### src/rtl/core/inverse_cdf_table_sampler_assert.svh
// Assertion helpers; expect clk and rst_n in scope.
`ifndef INVERSE_CDF_TABLE_SAMPLER_ASSERT_SVH
`define INVERSE_CDF_TABLE_SAMPLER_ASSERT_SVH

// same-cycle implication
`define ICDF_ASSERT_NOW(lbl, ante, cons) \
  lbl: assert property (@(posedge clk) disable iff (!rst_n) (ante) |-> (cons)) \
    else $error("icdf check failed");

// next-cycle implication
`define ICDF_ASSERT_NEXT(lbl, ante, cons) \
  lbl: assert property (@(posedge clk) disable iff (!rst_n) (ante) |=> (cons)) \
    else $error("icdf check failed");

`endif

### src/rtl/core/icdf_pkg.sv
package icdf_pkg;

  localparam int TABLE_DEPTH = 1024;
  localparam int IDX_W       = $clog2(TABLE_DEPTH);

  // word field widths
  localparam int OP_W   = 1;
  localparam int SIDX_W = 10;
  localparam int CDF_W  = 17;
  localparam int VAL_W  = 32;
  localparam int U_W    = 16;
  localparam int CNT_W  = 11;

  // interpolation datapath
  localparam int DU_W      = CDF_W + 1;
  localparam int DV_W      = VAL_W + 1;
  localparam int PROD_W    = DU_W + DV_W;
  localparam int NUM_W     = PROD_W - 1;   // magnitude of the product, even
  localparam int DEN_W     = CDF_W;
  localparam int DIV_STEPS = NUM_W / 2;    // two quotient bits per cycle
  localparam int DSTEP_W   = $clog2(DIV_STEPS);
  localparam int SUM_W     = PROD_W + 1;

  localparam logic [CNT_W-1:0] ENTRIES_RESET = CNT_W'(TABLE_DEPTH);

  localparam logic [OP_W-1:0] OP_WRITE  = 1'b0;
  localparam logic [OP_W-1:0] OP_SAMPLE = 1'b1;

  typedef struct packed {
    logic        [CDF_W-1:0] cdf;
    logic signed [VAL_W-1:0] value;
  } entry_t;

  typedef struct packed {
    logic        [OP_W-1:0]   operation;
    logic        [SIDX_W-1:0] entry_index;
    logic        [CDF_W-1:0]  entry_cdf;
    logic signed [VAL_W-1:0]  entry_value;
    logic        [U_W-1:0]    uniform_sample;
  } in_word_t;

  typedef struct packed {
    logic signed [VAL_W-1:0]  sampled_value;
    logic        [SIDX_W-1:0] segment_low_index;
    logic                     flat_segment;
  } out_word_t;

  typedef struct packed {
    logic             start;
    logic [NUM_W-1:0] num;
    logic [DEN_W-1:0] den;
  } div_req_t;

  typedef struct packed {
    logic             done;
    logic [NUM_W-1:0] quo;
  } div_rsp_t;

endpackage

### src/rtl/core/icdf_div.sv
module icdf_div (
  input  logic              clk,
  input  logic              rst_n,
  input  icdf_pkg::div_req_t div_req,
  output icdf_pkg::div_rsp_t div_rsp
);

  logic [icdf_pkg::DEN_W:0]     rem_r;
  logic [icdf_pkg::NUM_W-1:0]   quo_r;
  logic [icdf_pkg::DEN_W-1:0]   den_r;
  logic [icdf_pkg::DSTEP_W-1:0] cnt_r;
  logic                         busy_r;
  logic                         done_r;
  logic [icdf_pkg::DEN_W:0]     rem_nxt;
  logic [icdf_pkg::NUM_W-1:0]   quo_nxt;

  // restoring division, two bits per cycle, dividend shifts out of quo_r
  always_comb begin
    logic [icdf_pkg::DEN_W:0] r_sh;
    rem_nxt = rem_r;
    quo_nxt = quo_r;
    for (int k = 0; k < 2; k++) begin
      r_sh    = {rem_nxt[icdf_pkg::DEN_W-1:0], quo_nxt[icdf_pkg::NUM_W-1]};
      quo_nxt = {quo_nxt[icdf_pkg::NUM_W-2:0], 1'b0};
      if (r_sh >= {1'b0, den_r}) begin
        rem_nxt    = r_sh - {1'b0, den_r};
        quo_nxt[0] = 1'b1;
      end else begin
        rem_nxt = r_sh;
      end
    end
  end

  always_ff @(posedge clk) begin
    if (!rst_n) begin
      busy_r <= 1'b0;
      done_r <= 1'b0;
    end else begin
      done_r <= 1'b0;
      if (div_req.start) begin
        busy_r <= 1'b1;
      end else if (busy_r && cnt_r == '0) begin
        busy_r <= 1'b0;
        done_r <= 1'b1;
      end
    end
  end

  always_ff @(posedge clk) begin
    if (div_req.start) begin
      rem_r <= '0;
      quo_r <= div_req.num;
      den_r <= div_req.den;
      cnt_r <= icdf_pkg::DSTEP_W'(icdf_pkg::DIV_STEPS - 1);
    end else if (busy_r) begin
      rem_r <= rem_nxt;
      quo_r <= quo_nxt;
      cnt_r <= cnt_r - icdf_pkg::DSTEP_W'(1);
    end
  end

  assign div_rsp.done = done_r;
  assign div_rsp.quo  = quo_r;

endmodule
### config.mk
export PLATFORM = sky130hd
export DESIGN_NAME = icdf_div
export DESIGN_NICKNAME = d
export VERILOG_FILES = /design/src/rtl/core/inverse_cdf_table_sampler_assert.svh /design/src/rtl/core/icdf_pkg.sv /design/src/rtl/core/icdf_div.sv
export SDC_FILE = /design/constraint.sdc
export NUM_CORES = 1
export LEC_CHECK = 0
export BUFFER_PORTS_ARGS = -buffer_cell sky130_fd_sc_hd__buf_2
export CORE_ASPECT_RATIO = 1.75
export CORE_MARGIN = 1
export CORE_UTILIZATION = 35
export CTS_BUF_LIST = sky130_fd_sc_hd__clkbuf_4
export CTS_CLUSTER_DIAMETER = 200
export DETAILED_ROUTE_END_ITERATION = 8
export GPL_TIMING_DRIVEN = 0
export PLACE_DENSITY = 0.62
export REMOVE_ABC_BUFFERS = 1
export SYNTH_ARGS = -nofsm -noshare
export SYNTH_HDL_FRONTEND = slang
export SYNTH_SLANG_ARGS = --single-unit
### constraint.sdc
create_clock -name clk -period 5.32 [get_ports clk]
set_input_delay 1.064 -clock clk [delete_from_list [all_inputs] [get_ports clk]]
set_output_delay 1.064 -clock clk [all_outputs]
set_load 0.1 [all_outputs]
# Word-level counts from Yosys, hierarchy flattened
# Index checks and enable logic that the tools add are counted.
dict set report totals {
  wordCells 26
  regBits 91
  inputBits 70
  output_inout_bits 51
}
dict set report op_classes {
  reduce_logical 5
  bitwise_logic 1
  n_addsub 3
  magnitude_cmp 2
  mux 9
}
# op count
set ops {}
lappend ops {{2-to-1 mux 50 bit} 2}
lappend ops {{greater-or-equal comparator 18 x 17 -> 1 bit} 2}
lappend ops {{2-to-1 mux 17 bit} 2}
lappend ops {{subtractor 17 bit} 2}
lappend ops {{logical NOT 5 bit} 1}
lappend ops {{2-to-1 mux 1 bit} 5}
lappend ops {{subtractor 5 x 1 -> 5 bit, second input constant} 1}
lappend ops {{nonzero test 2 bit} 2}
lappend ops {{OR reduction 2 bit} 1}
lappend ops {{logical AND 1 bit} 1}
lappend ops {{inverter 1 bit} 1}

# Longest topological paths before layout
# Gate-level depths: netlist of the first run.
dict set report depth {
  ltp_word 6
  mapped_depth 23
  ltp_nobuf 21
}

# Least setup slack after synthesis of the first run
# No wires, ideal clock.
dict set report synth_timing {
  path_type {reg-to-reg}
  start {register quo_r[49] in the netlist's numbering}
  end {register quo_r[0] in the netlist's numbering, data pin}
  required_ns 5.060
  period_less_slack_ns 5.328
  setup_time_ns 0.260
  slack_ns -0.008
  path_stages_with_launch 22
  n_path_buf 2
  arrival_ns 5.069
  path_cell_list {edfxtp_1 > inv_1 > ha_1 > inv_1 > fa_1 > a211oi_2 > o21ai_1 > a211o_1 > a211o_1 > o311ai_1 > clkbuf_1 > mux2_2 > ha_1 > a21o_1 > a22oi_1 > o2bb2ai_1 > o2111ai_1 > o21ai_0 > and3_4 > nand2_4 > buf_4 > mux2_2}
}
dict set report synth_via {
  elab_chain_len 6
  word_cells_on_any_way 7
  cone_classes {1 x add/sub; 2 x order compare; 4 x mux}
}
# item line_no
set synth_rtl {}
lappend synth_rtl {{start, declared} icdf_div.sv:9} ;# logic [icdf_pkg::NUM_W-1:0] quo_r;
lappend synth_rtl {{start signal, assigned} icdf_div.sv:52} ;# quo_r <= div_req.num;
lappend synth_rtl {{start signal, assigned} icdf_div.sv:57} ;# quo_r <= quo_nxt;
lappend synth_rtl {{subtractor 17 bit / greater-or-equal comparator 18 x 17 -> 1 bit (equally long branches)} {icdf_div.sv:26, icdf_div.sv:25}}
lappend synth_rtl {{2-to-1 mux 17 bit *} icdf_div.sv:25} ;# if (r_sh >= {1'b0, den_r}) begin
lappend synth_rtl {{greater-or-equal comparator 18 x 17 -> 1 bit *} icdf_div.sv:25}
lappend synth_rtl {{2-to-1 mux 1 bit *} icdf_div.sv:25}
lappend synth_rtl {{2-to-1 mux 50 bit *} icdf_div.sv:55} ;# end else if (busy_r) begin
lappend synth_rtl {{2-to-1 mux 50 bit *} icdf_div.sv:50} ;# if (div_req.start) begin
# Every way passes the cells marked *; elsewhere a longest branch is shown, timed or not. The select of a mux whose other input is x is not followed.
# A chain may end at the register's enable or synchronous reset.

# Worst setup path after layout of the first run
dict set report layout_timing {
  start {register quo_r[49] in the netlist's numbering}
  end {register rem_r[13] in the netlist's numbering}
}
dict set report layout_via {
  elab_chain_len 4
  word_cells_on_any_way 6
  cone_classes {2 x add/sub; 2 x order compare; 2 x mux}
}
# item line_no
set layout_rtl {}
lappend layout_rtl {{subtractor 17 bit / greater-or-equal comparator 18 x 17 -> 1 bit (equally long branches)} {icdf_div.sv:26, icdf_div.sv:25}}
lappend layout_rtl {{2-to-1 mux 17 bit *} icdf_div.sv:25}
lappend layout_rtl {{subtractor 17 bit / greater-or-equal comparator 18 x 17 -> 1 bit (equally long branches)} {icdf_div.sv:26, icdf_div.sv:25}}
lappend layout_rtl {{2-to-1 mux 17 bit *} icdf_div.sv:25}
lappend layout_rtl {{end signal, assigned} icdf_div.sv:56} ;# rem_r <= rem_nxt;
lappend layout_rtl {{end, declared} icdf_div.sv:8} ;# logic [icdf_pkg::DEN_W:0] rem_r;
# Every way passes the cells marked *; elsewhere a longest branch is shown, timed or not.

==> reports/qor.txt, run 1 <==
status - finished clean
Die Y - 168 µm
Most used DFF post-synth - edfxtp_1
final non-filler cell total - 829
IO Port Bufs - 120
TritonRoute pass-1 iters - 4
Post-DP HPWL - 10400 µm
final net count - 745
number of fill cells in the layout - 1451
vias per cell - 5.42
Hold Path Class - flop to flop
area of the core - 15400 µm²
Post-synth top cells - edfxtp_1 (67), mux2_2 (52), ha_1 (35), nand2_1 (35), inv_1 (33)
pre-CTS setup slack - -0.273 ns
vias in the first global route - 4704
Leak Pwr - 2.95 nW
Antenna diodes - 0
Final Total Pwr - 0.00247 W
dpl cells - 795
Starting Density - 0.358
largest net degree at the start of global routing - 66
Avg Cell Area, Syn - 11.0 µm²
critical path class - flop to flop
Num Clock Sinks - 91
Distinct cells, synth - 57
crit start category - flop
Worst Tran Pin Value - 1.03 ns
Max Cap Violations - 0
Reg area - 2490 µm²
Worst-path clk slew - 0.19 ns
DRC violations left - 0
most frequent cell after synthesis - edfxtp_1
Rel. slew slack - 0.312
area added between synthesis and finish - 23.4%
gr usage total - 0.171
Setup violations, final - 0
Max Fclk - 193 MHz
reg-to-reg slack, setup - 0.15 ns
Crit path buffers/inverters - 5
top cell type's share of synthesized area - 0.365
Final Max Slew Viols - 0
Post-Syn Instances - 502
Max VDD drop - 0.205 mV
TritonCTS Buffers - 9
Critical Path Fanout Max - 8
initial antenna violation count - 0
synthesized cell area - 5510 µm²
total congestion overflow - 0
H-Tree Depth - 3
layout cells sized above 1 - 0.358
period utilization - 0.972
largest cells by area after synthesis - edfxtp_1 (37%), mux2_2 (11%), dfxtp_1 (8.7%), ha_1 (7.9%), xnor2_1 (2.9%)
die width - 96.9 µm
Worst Setup End Kind - flop
RSZ-0062 raised after global routing - yes
Max stage delay on crit path - 0.55 ns
Clk Latency, worst-skew pair - 0.47 ns
global-route wire length before repair - 22100 µm
die footprint - 16300 µm²
arrival time at the worst endpoint - 5.49 ns
Wirelength per Cell - 17.4 µm
CTS Buffer Depth - 2
setup TNS - 0 ns
Core Util, Final - 0.442
io pins - 121
crit path setup slack, layout - 0.149 ns
Req. time, crit path - 5.64 ns
Post-Route WL - 14400 µm
CTS tree - done
final hold vios - 0
Post-CTS Hold Buffers - 0
Row Count - 60
synthesis warning total - 0
Iter 0 DRT Violations - 163
EDFF count, synth - 67
Synth Register Bits - 91
gpl congestion - 0.848
sequential area share after synthesis - 0.452
crit-path cells - inv_1 -> ha_1 -> inv_1 -> fa_2 -> a211oi_2 -> o21ai_1 -> a211o_1 -> a211o_1 -> o311ai_4 -> buf_12 -> buf_4 -> o31ai_1 -> ha_1 -> nand3_1 -> or4_1 -> o2111ai_1 -> o21ai_0 -> and3_4 -> nand2_8 -> buf_12 -> mux2i_1 -> o21ai_0
Setup Skew - 0.0334 ns
async set-reset flop share out of synthesis - 0
Critical Path Slowest Stage Cell - or4_1
via count - 4496
Tmin final - 5.17 ns
most area-hungry cell type in the Yosys netlist - edfxtp_1
power density over the cells - 363 nW/µm²
clk root buf - clkbuf_4
area of the multi-input gates - 2910 µm²
Routed Antenna Nets - 0
cell family with most CP delay - compound AO/OA/AOI/OAI gates
## cell type report
cell class	count	share of cell area
Timing Repair Buffer	140	0.129
Clock inverter	7	0.0138
Multi-Input combinational cell	363	0.428
Inverter	33	0.0182
Clock buffer	9	0.00994
Tap cell	186	0.0342
Sequential cell	91	0.367
## power by group
group	switching, W	total (W)	internal, W
logic	0.000737	0.00113	0.000395
registers	0.0000495	0.000897	0.000848
clock network	0.000284	0.000440	0.000156
## through the flow
step,hold slack (ns),area [µm²]
floorplan,0.453,5430
global placement,0.465,6260
detailed placement,0.481,6340
CTS,0.500,6630
global route,0.517,6800
finish,0.499,6800
## final timing paths
path	from	end	cells past startpoint
worst max-delay path	quo_r[49]	rem_r[13]	22
worst min-delay path	rem_r[14]	rem_r[14]	2
worst min register to register	rem_r[14]	rem_r[14]	2
worst max register to register	quo_r[49]	rem_r[13]	22
## sequential cells by signal, indices dropped and copies added, names as in the netlist
signal	flops
quo_r	50
den_r	17
rem_r	17
cnt_r	5
busy_r	1
done_r	1
## worst reg2reg max path, stage by stage, from the launching register on
cell,delay (ns)
edfxtp_1,0.44
inv_1,0.07
ha_1,0.16
inv_1,0.06
fa_2,0.37
a211oi_2,0.26
o21ai_1,0.15
a211o_1,0.30
a211o_1,0.32
o311ai_4,0.17
buf_12,0.19
buf_4,0.11
o31ai_1,0.10
ha_1,0.47
nand3_1,0.26
or4_1,0.56
o2111ai_1,0.10
o21ai_0,0.12
and3_4,0.22
nand2_8,0.10
buf_12,0.16
mux2i_1,0.28
o21ai_0,0.11
## cell families (layout without fill, tap and decap cells)
family,count (synthesis),in the layout,synth area share
AOI/OAI and AO/OA,120,120,0.147
DFF,91,91,0.452
adders and majority gates,37,37,0.0867
xor gates and xnor gates,29,29,0.0461
and+or+nand+nor,111,112,0.100
buffers and inverters,49,189,0.0377
muxes,65,65,0.130
## what timing repair did
action / 4_1_cts / 5_1_grt
pin swaps: 6 / 4
endpoints found under the setup margin: 17 / 11
gates resized for setup: 6 / 11
buffers inserted: 7 / 7
cloned: 2 / 2
## layer usage
| layer | part of all wire | up-vias | wire [µm] | track usage |
|---|---|---|---|---|
| met5 | 0 | - | 0 | 0 |
| met4 | 0.062 | 0 | 891 | 0.112 |
| met3 | 0.052 | 50 | 750 | 0.0361 |
| met2 | 0.52 | 180 | 7550 | 0.323 |
| met1 | 0.36 | 2121 | 5250 | 0.166 |
| li1 | - | 2145 | - | - |
## layout by cell type, fill, tap and decap left out, types with 5 or more instances in the layout
master,Yosys,routed
buf_2,0,119
edfxtp_1,67,67
mux2_2,52,52
nand2_1,35,35
ha_1,35,33
inv_1,33,32
nor2_1,29,29
dfxtp_1,24,24
o21ai_0,27,23
a21oi_1,20,20
xnor2_1,18,18
a21o_1,17,17
a211oi_1,13,13
mux2i_1,13,13
buf_4,2,12
xor2_1,11,11
clkbuf_4,0,9
nor3_1,7,7
nand3_1,7,7
o21a_1,6,6
nand2b_1,6,6
o21ai_1,1,5
Power figures use the tool's default switching activity.
==> run 2: changes to the inputs <==
--- a/config.mk
+++ b/config.mk
@@ -5,7 +5,7 @@
 export SDC_FILE = /design/constraint.sdc
 export NUM_CORES = 1
 export LEC_CHECK = 0
-export BUFFER_PORTS_ARGS = -buffer_cell sky130_fd_sc_hd__buf_2
+export BUFFER_PORTS_ARGS = -buffer_cell sky130_fd_sc_hd__buf_4
 export CORE_ASPECT_RATIO = 1.75
 export CORE_MARGIN = 1
 export CORE_UTILIZATION = 35
==> run 2 against run 1 <==
Against the previous run:
- register-to-register slack gained 0.06 ns
- clock power is 0.9% lower
- critical path depth is the same
- largest power group unchanged
- first-iteration DRC count fell by 5.5%
- wire length shrank 1.6%
- worst setup slack improved by 0.064 ns
- utilization up 1.1 points
- via count shrank 1.9%
- total power shrank 0.50%
- die area did not move
- flip-flop and latch count stayed put
==> reports/qor.txt, run 2 (synthesis gave the netlist of run 1 again) <==
status - finished clean
area added between synthesis and finish - 26.5%
Max stage delay on crit path - 0.42 ns (-0.13 ns)
final hold vios - 0 (unchanged)
Leak Pwr - 3.00 nW (+1.7%)
global-route wire length before repair - 22000 µm (-0.19%)
Reg with most FFs - quo_r
cell family with most CP delay - compound AO/OA/AOI/OAI gates
area of the core - 15400 µm² (unchanged)
clk root buf - clkbuf_4
gpl congestion - 0.810 (-4.5%)
CTS Buffer Depth - 2 (unchanged)
vias in the first global route - 4611 (-2.0%)
Max Fclk - 196 MHz (+1.2%)
Final Max Slew Viols - 0 (unchanged)
top flop regs - quo_r: 50 flops, den_r: 17 flops, rem_r: 17 flops
die footprint - 16300 µm² (unchanged)
worst reg2reg path startpoint - quo_r[49]
most used cell, CP - a21o_1
logic gate share of total power - 0.457 (about the same)
Post-DP HPWL - 10400 µm (-0.20%)
Post-CTS Hold Buffers - 0 (unchanged)
Hold Path Class - flop to flop
H-Tree Depth - 3 (unchanged)
Max Cap Violations - 0 (unchanged)
Crit path buffers/inverters - 4 (-1)
hold_ws - 0.505 ns (+0.00593 ns)
Die Y - 168 µm (unchanged)
initial antenna violation count - 0 (unchanged)
power density over the cells - 353 nW/µm² (-3.0%)
die width - 96.9 µm (unchanged)
max reg flops - 50 (unchanged)
DRC violations left - 0 (unchanged)
Worst-path clk slew - 0.16 ns (-0.03 ns)
Starting Density - 0.358 (unchanged)
Rel. slew slack - 0.305 (-0.00668)
reg-to-reg slack, setup - 0.21 ns (+0.06 ns)
sw frac - 0.428 (-0.00513)
area of the multi-input gates - 2900 µm² (-0.47%)
Min-Delay Endpoint - rem_r[8]
vias per cell - 5.35 (-1.3%)
Reg2Reg Capture Point - rem_r[12]
Clk pwr share - 0.177 (about the same)
CTS tree - done
Num Clock Sinks - 91 (unchanged)
Critical Path Slowest Stage Cell - edfxtp_1
layout cells sized above 1 - 0.351 (-0.00660)
Setup Skew - 0.0240 ns (-0.00942 ns)
Reg area - 2490 µm² (unchanged)
hold path depth - 2 (unchanged)
crit-path cells - inv_1 -> ha_1 -> inv_1 -> fa_2 -> a211oi_4 -> o21ai_2 -> a211o_1 -> a211o_1 -> o311ai_4 -> buf_12 -> mux2_2 -> ha_1 -> a21o_1 -> a22oi_2 -> buf_4 -> nor3b_1 -> o21ai_0 -> a21o_1 -> a21o_1 -> xor2_1 -> mux2i_1 -> a211oi_1
arrival time at the worst endpoint - 5.49 ns (about the same)
most common cell after layout, fill and taps aside - buf_4
Post-Route WL - 14200 µm (-1.6%)
Row Count - 60 (unchanged)
Routed Antenna Nets - 0 (unchanged)
Tmin final - 5.11 ns (-0.0637 ns)
gr usage total - 0.170 (-0.00159)
total congestion overflow - 0 (unchanged)
HP Start - rem_r[8]
Setup violations, final - 0 (unchanged)
io pins - 121 (unchanged)
Critical Path Fanout Max - 9 (+1)
largest net degree at the start of global routing - 84 (+27%)
Max VDD drop - 0.225 mV (+9.7%)
Core Util, Final - 0.453 (+0.0112)
period utilization - 0.960 (-0.0120)
Final Total Pwr - 0.00246 W (-0.50%)
Worst Tran Pin Value - 1.04 ns (+0.0138 ns)
number of fill cells in the layout - 1453 (+0.14%)
Antenna diodes - 0 (unchanged)
sequential share of power - 0.366 (+0.003)
Wirelength per Cell - 17.2 µm (-0.97%)
most frequent cells in the layout - buf_4 (131), edfxtp_1 (67), mux2_2 (52)
TritonRoute pass-1 iters - 4 (unchanged)
critical path class - flop to flop
Sw Pwr - 0.00105 W (-1.7%)
IO Port Bufs - 120 (unchanged)
Clk Latency, worst-skew pair - 0.47 ns (about the same)
final net count - 740 (-0.67%)
Int Pwr - 0.00140 W (+0.40%)
crit start category - flop
via count - 4411 (-1.9%)
TritonCTS Buffers - 9 (unchanged)
Worst Setup End Kind - flop
R2R cell count - 22 (unchanged)
Req. time, crit path - 5.70 ns (+0.06 ns)
Iter 0 DRT Violations - 154 (-5.5%)
-- run 2: changes by cell type in the layout (fill, tap and decap cells not counted), moves of 2 or more --
cell    delta
buf_2    -119
buf_4    +119
buf_16     -2
ha_1       +2
ha_4       -2
-- run 2: per-layer routing --
| layer | wire [µm] | up-vias | GRT usage |
|---|---|---|---|
| li1 | - | 2131 | - |
| met3 | 741 | 31 | 0.0428 |
| met2 | 7640 | 147 | 0.322 |
| met4 | 586 | 0 | 0.0837 |
| met1 | 5240 | 2102 | 0.169 |
| met5 | 0 | - | 0 |
-- run 2: how the worst max path moves through the flow --
stage | cells past startpoint | to | start
5_1_grt | 21 | rem_r[0] | quo_r[49]
2_1_floorplan | 20 | rem_r[0] | quo_r[49]
4_1_cts | 21 | rem_r[0] | quo_r[49]
6_report | 22 | rem_r[12] | quo_r[49]
3_3_place_gp | 14 | rem_r[0] | den_r[16]
3_5_place_dp | 21 | rem_r[0] | quo_r[49]
-- run 2: power by group through the flow --
stage	sequential, W	combinational (W)	clock (W)
after detailed placement	0.000915	0.00105	0
final	0.000899	0.00112	0.000436
after floorplan	0.00120	0.000498	0
after global placement	0.000914	0.00102	0
after global routing	0.000911	0.00119	0.000471
after CTS	0.000901	0.00109	0.000453
-- run 2: what timing repair did --
item / in CTS / in global routing
gates resized for setup: 4 / 11
buffers inserted: 7 / 5
setup endpoints to repair: 17 / 14
pin swaps: 4 / 5
cloned: 1 / 1
-- run 2: area by class of cell --
| class | count | share of cell area |
|---|---|---|
| Inverter | 33 | 0.0178 |
| Tap cell | 186 | 0.0334 |
| Multi-Input combinational cell | 363 | 0.416 |
| Sequential cell | 91 | 0.358 |
| Timing Repair Buffer | 135 | 0.153 |
| Clock inverter | 7 | 0.0135 |
| Clock buffer | 9 | 0.00969 |
-- run 2: stage by stage --
step           setup TNS [ns]  std cells  setup WS, ns  cell area, µm²
6_report                    0        824         0.213            6970
3_5_place_dp            -1.90        794        -0.292            6610
4_1_cts                     0        818        0.0255            6870
3_3_place_gp           -27.06        792         -1.66            6560
2_1_floorplan           -6.98        486        -0.615            5430
5_1_grt              -0.00602        824      -0.00602            6970
-- run 2: worst min-delay path, cell delays in order, from the launching register on --
cell and delay (ns):
dfxtp_1 0.36, nand2_1 0.06, o21ai_0 0.06
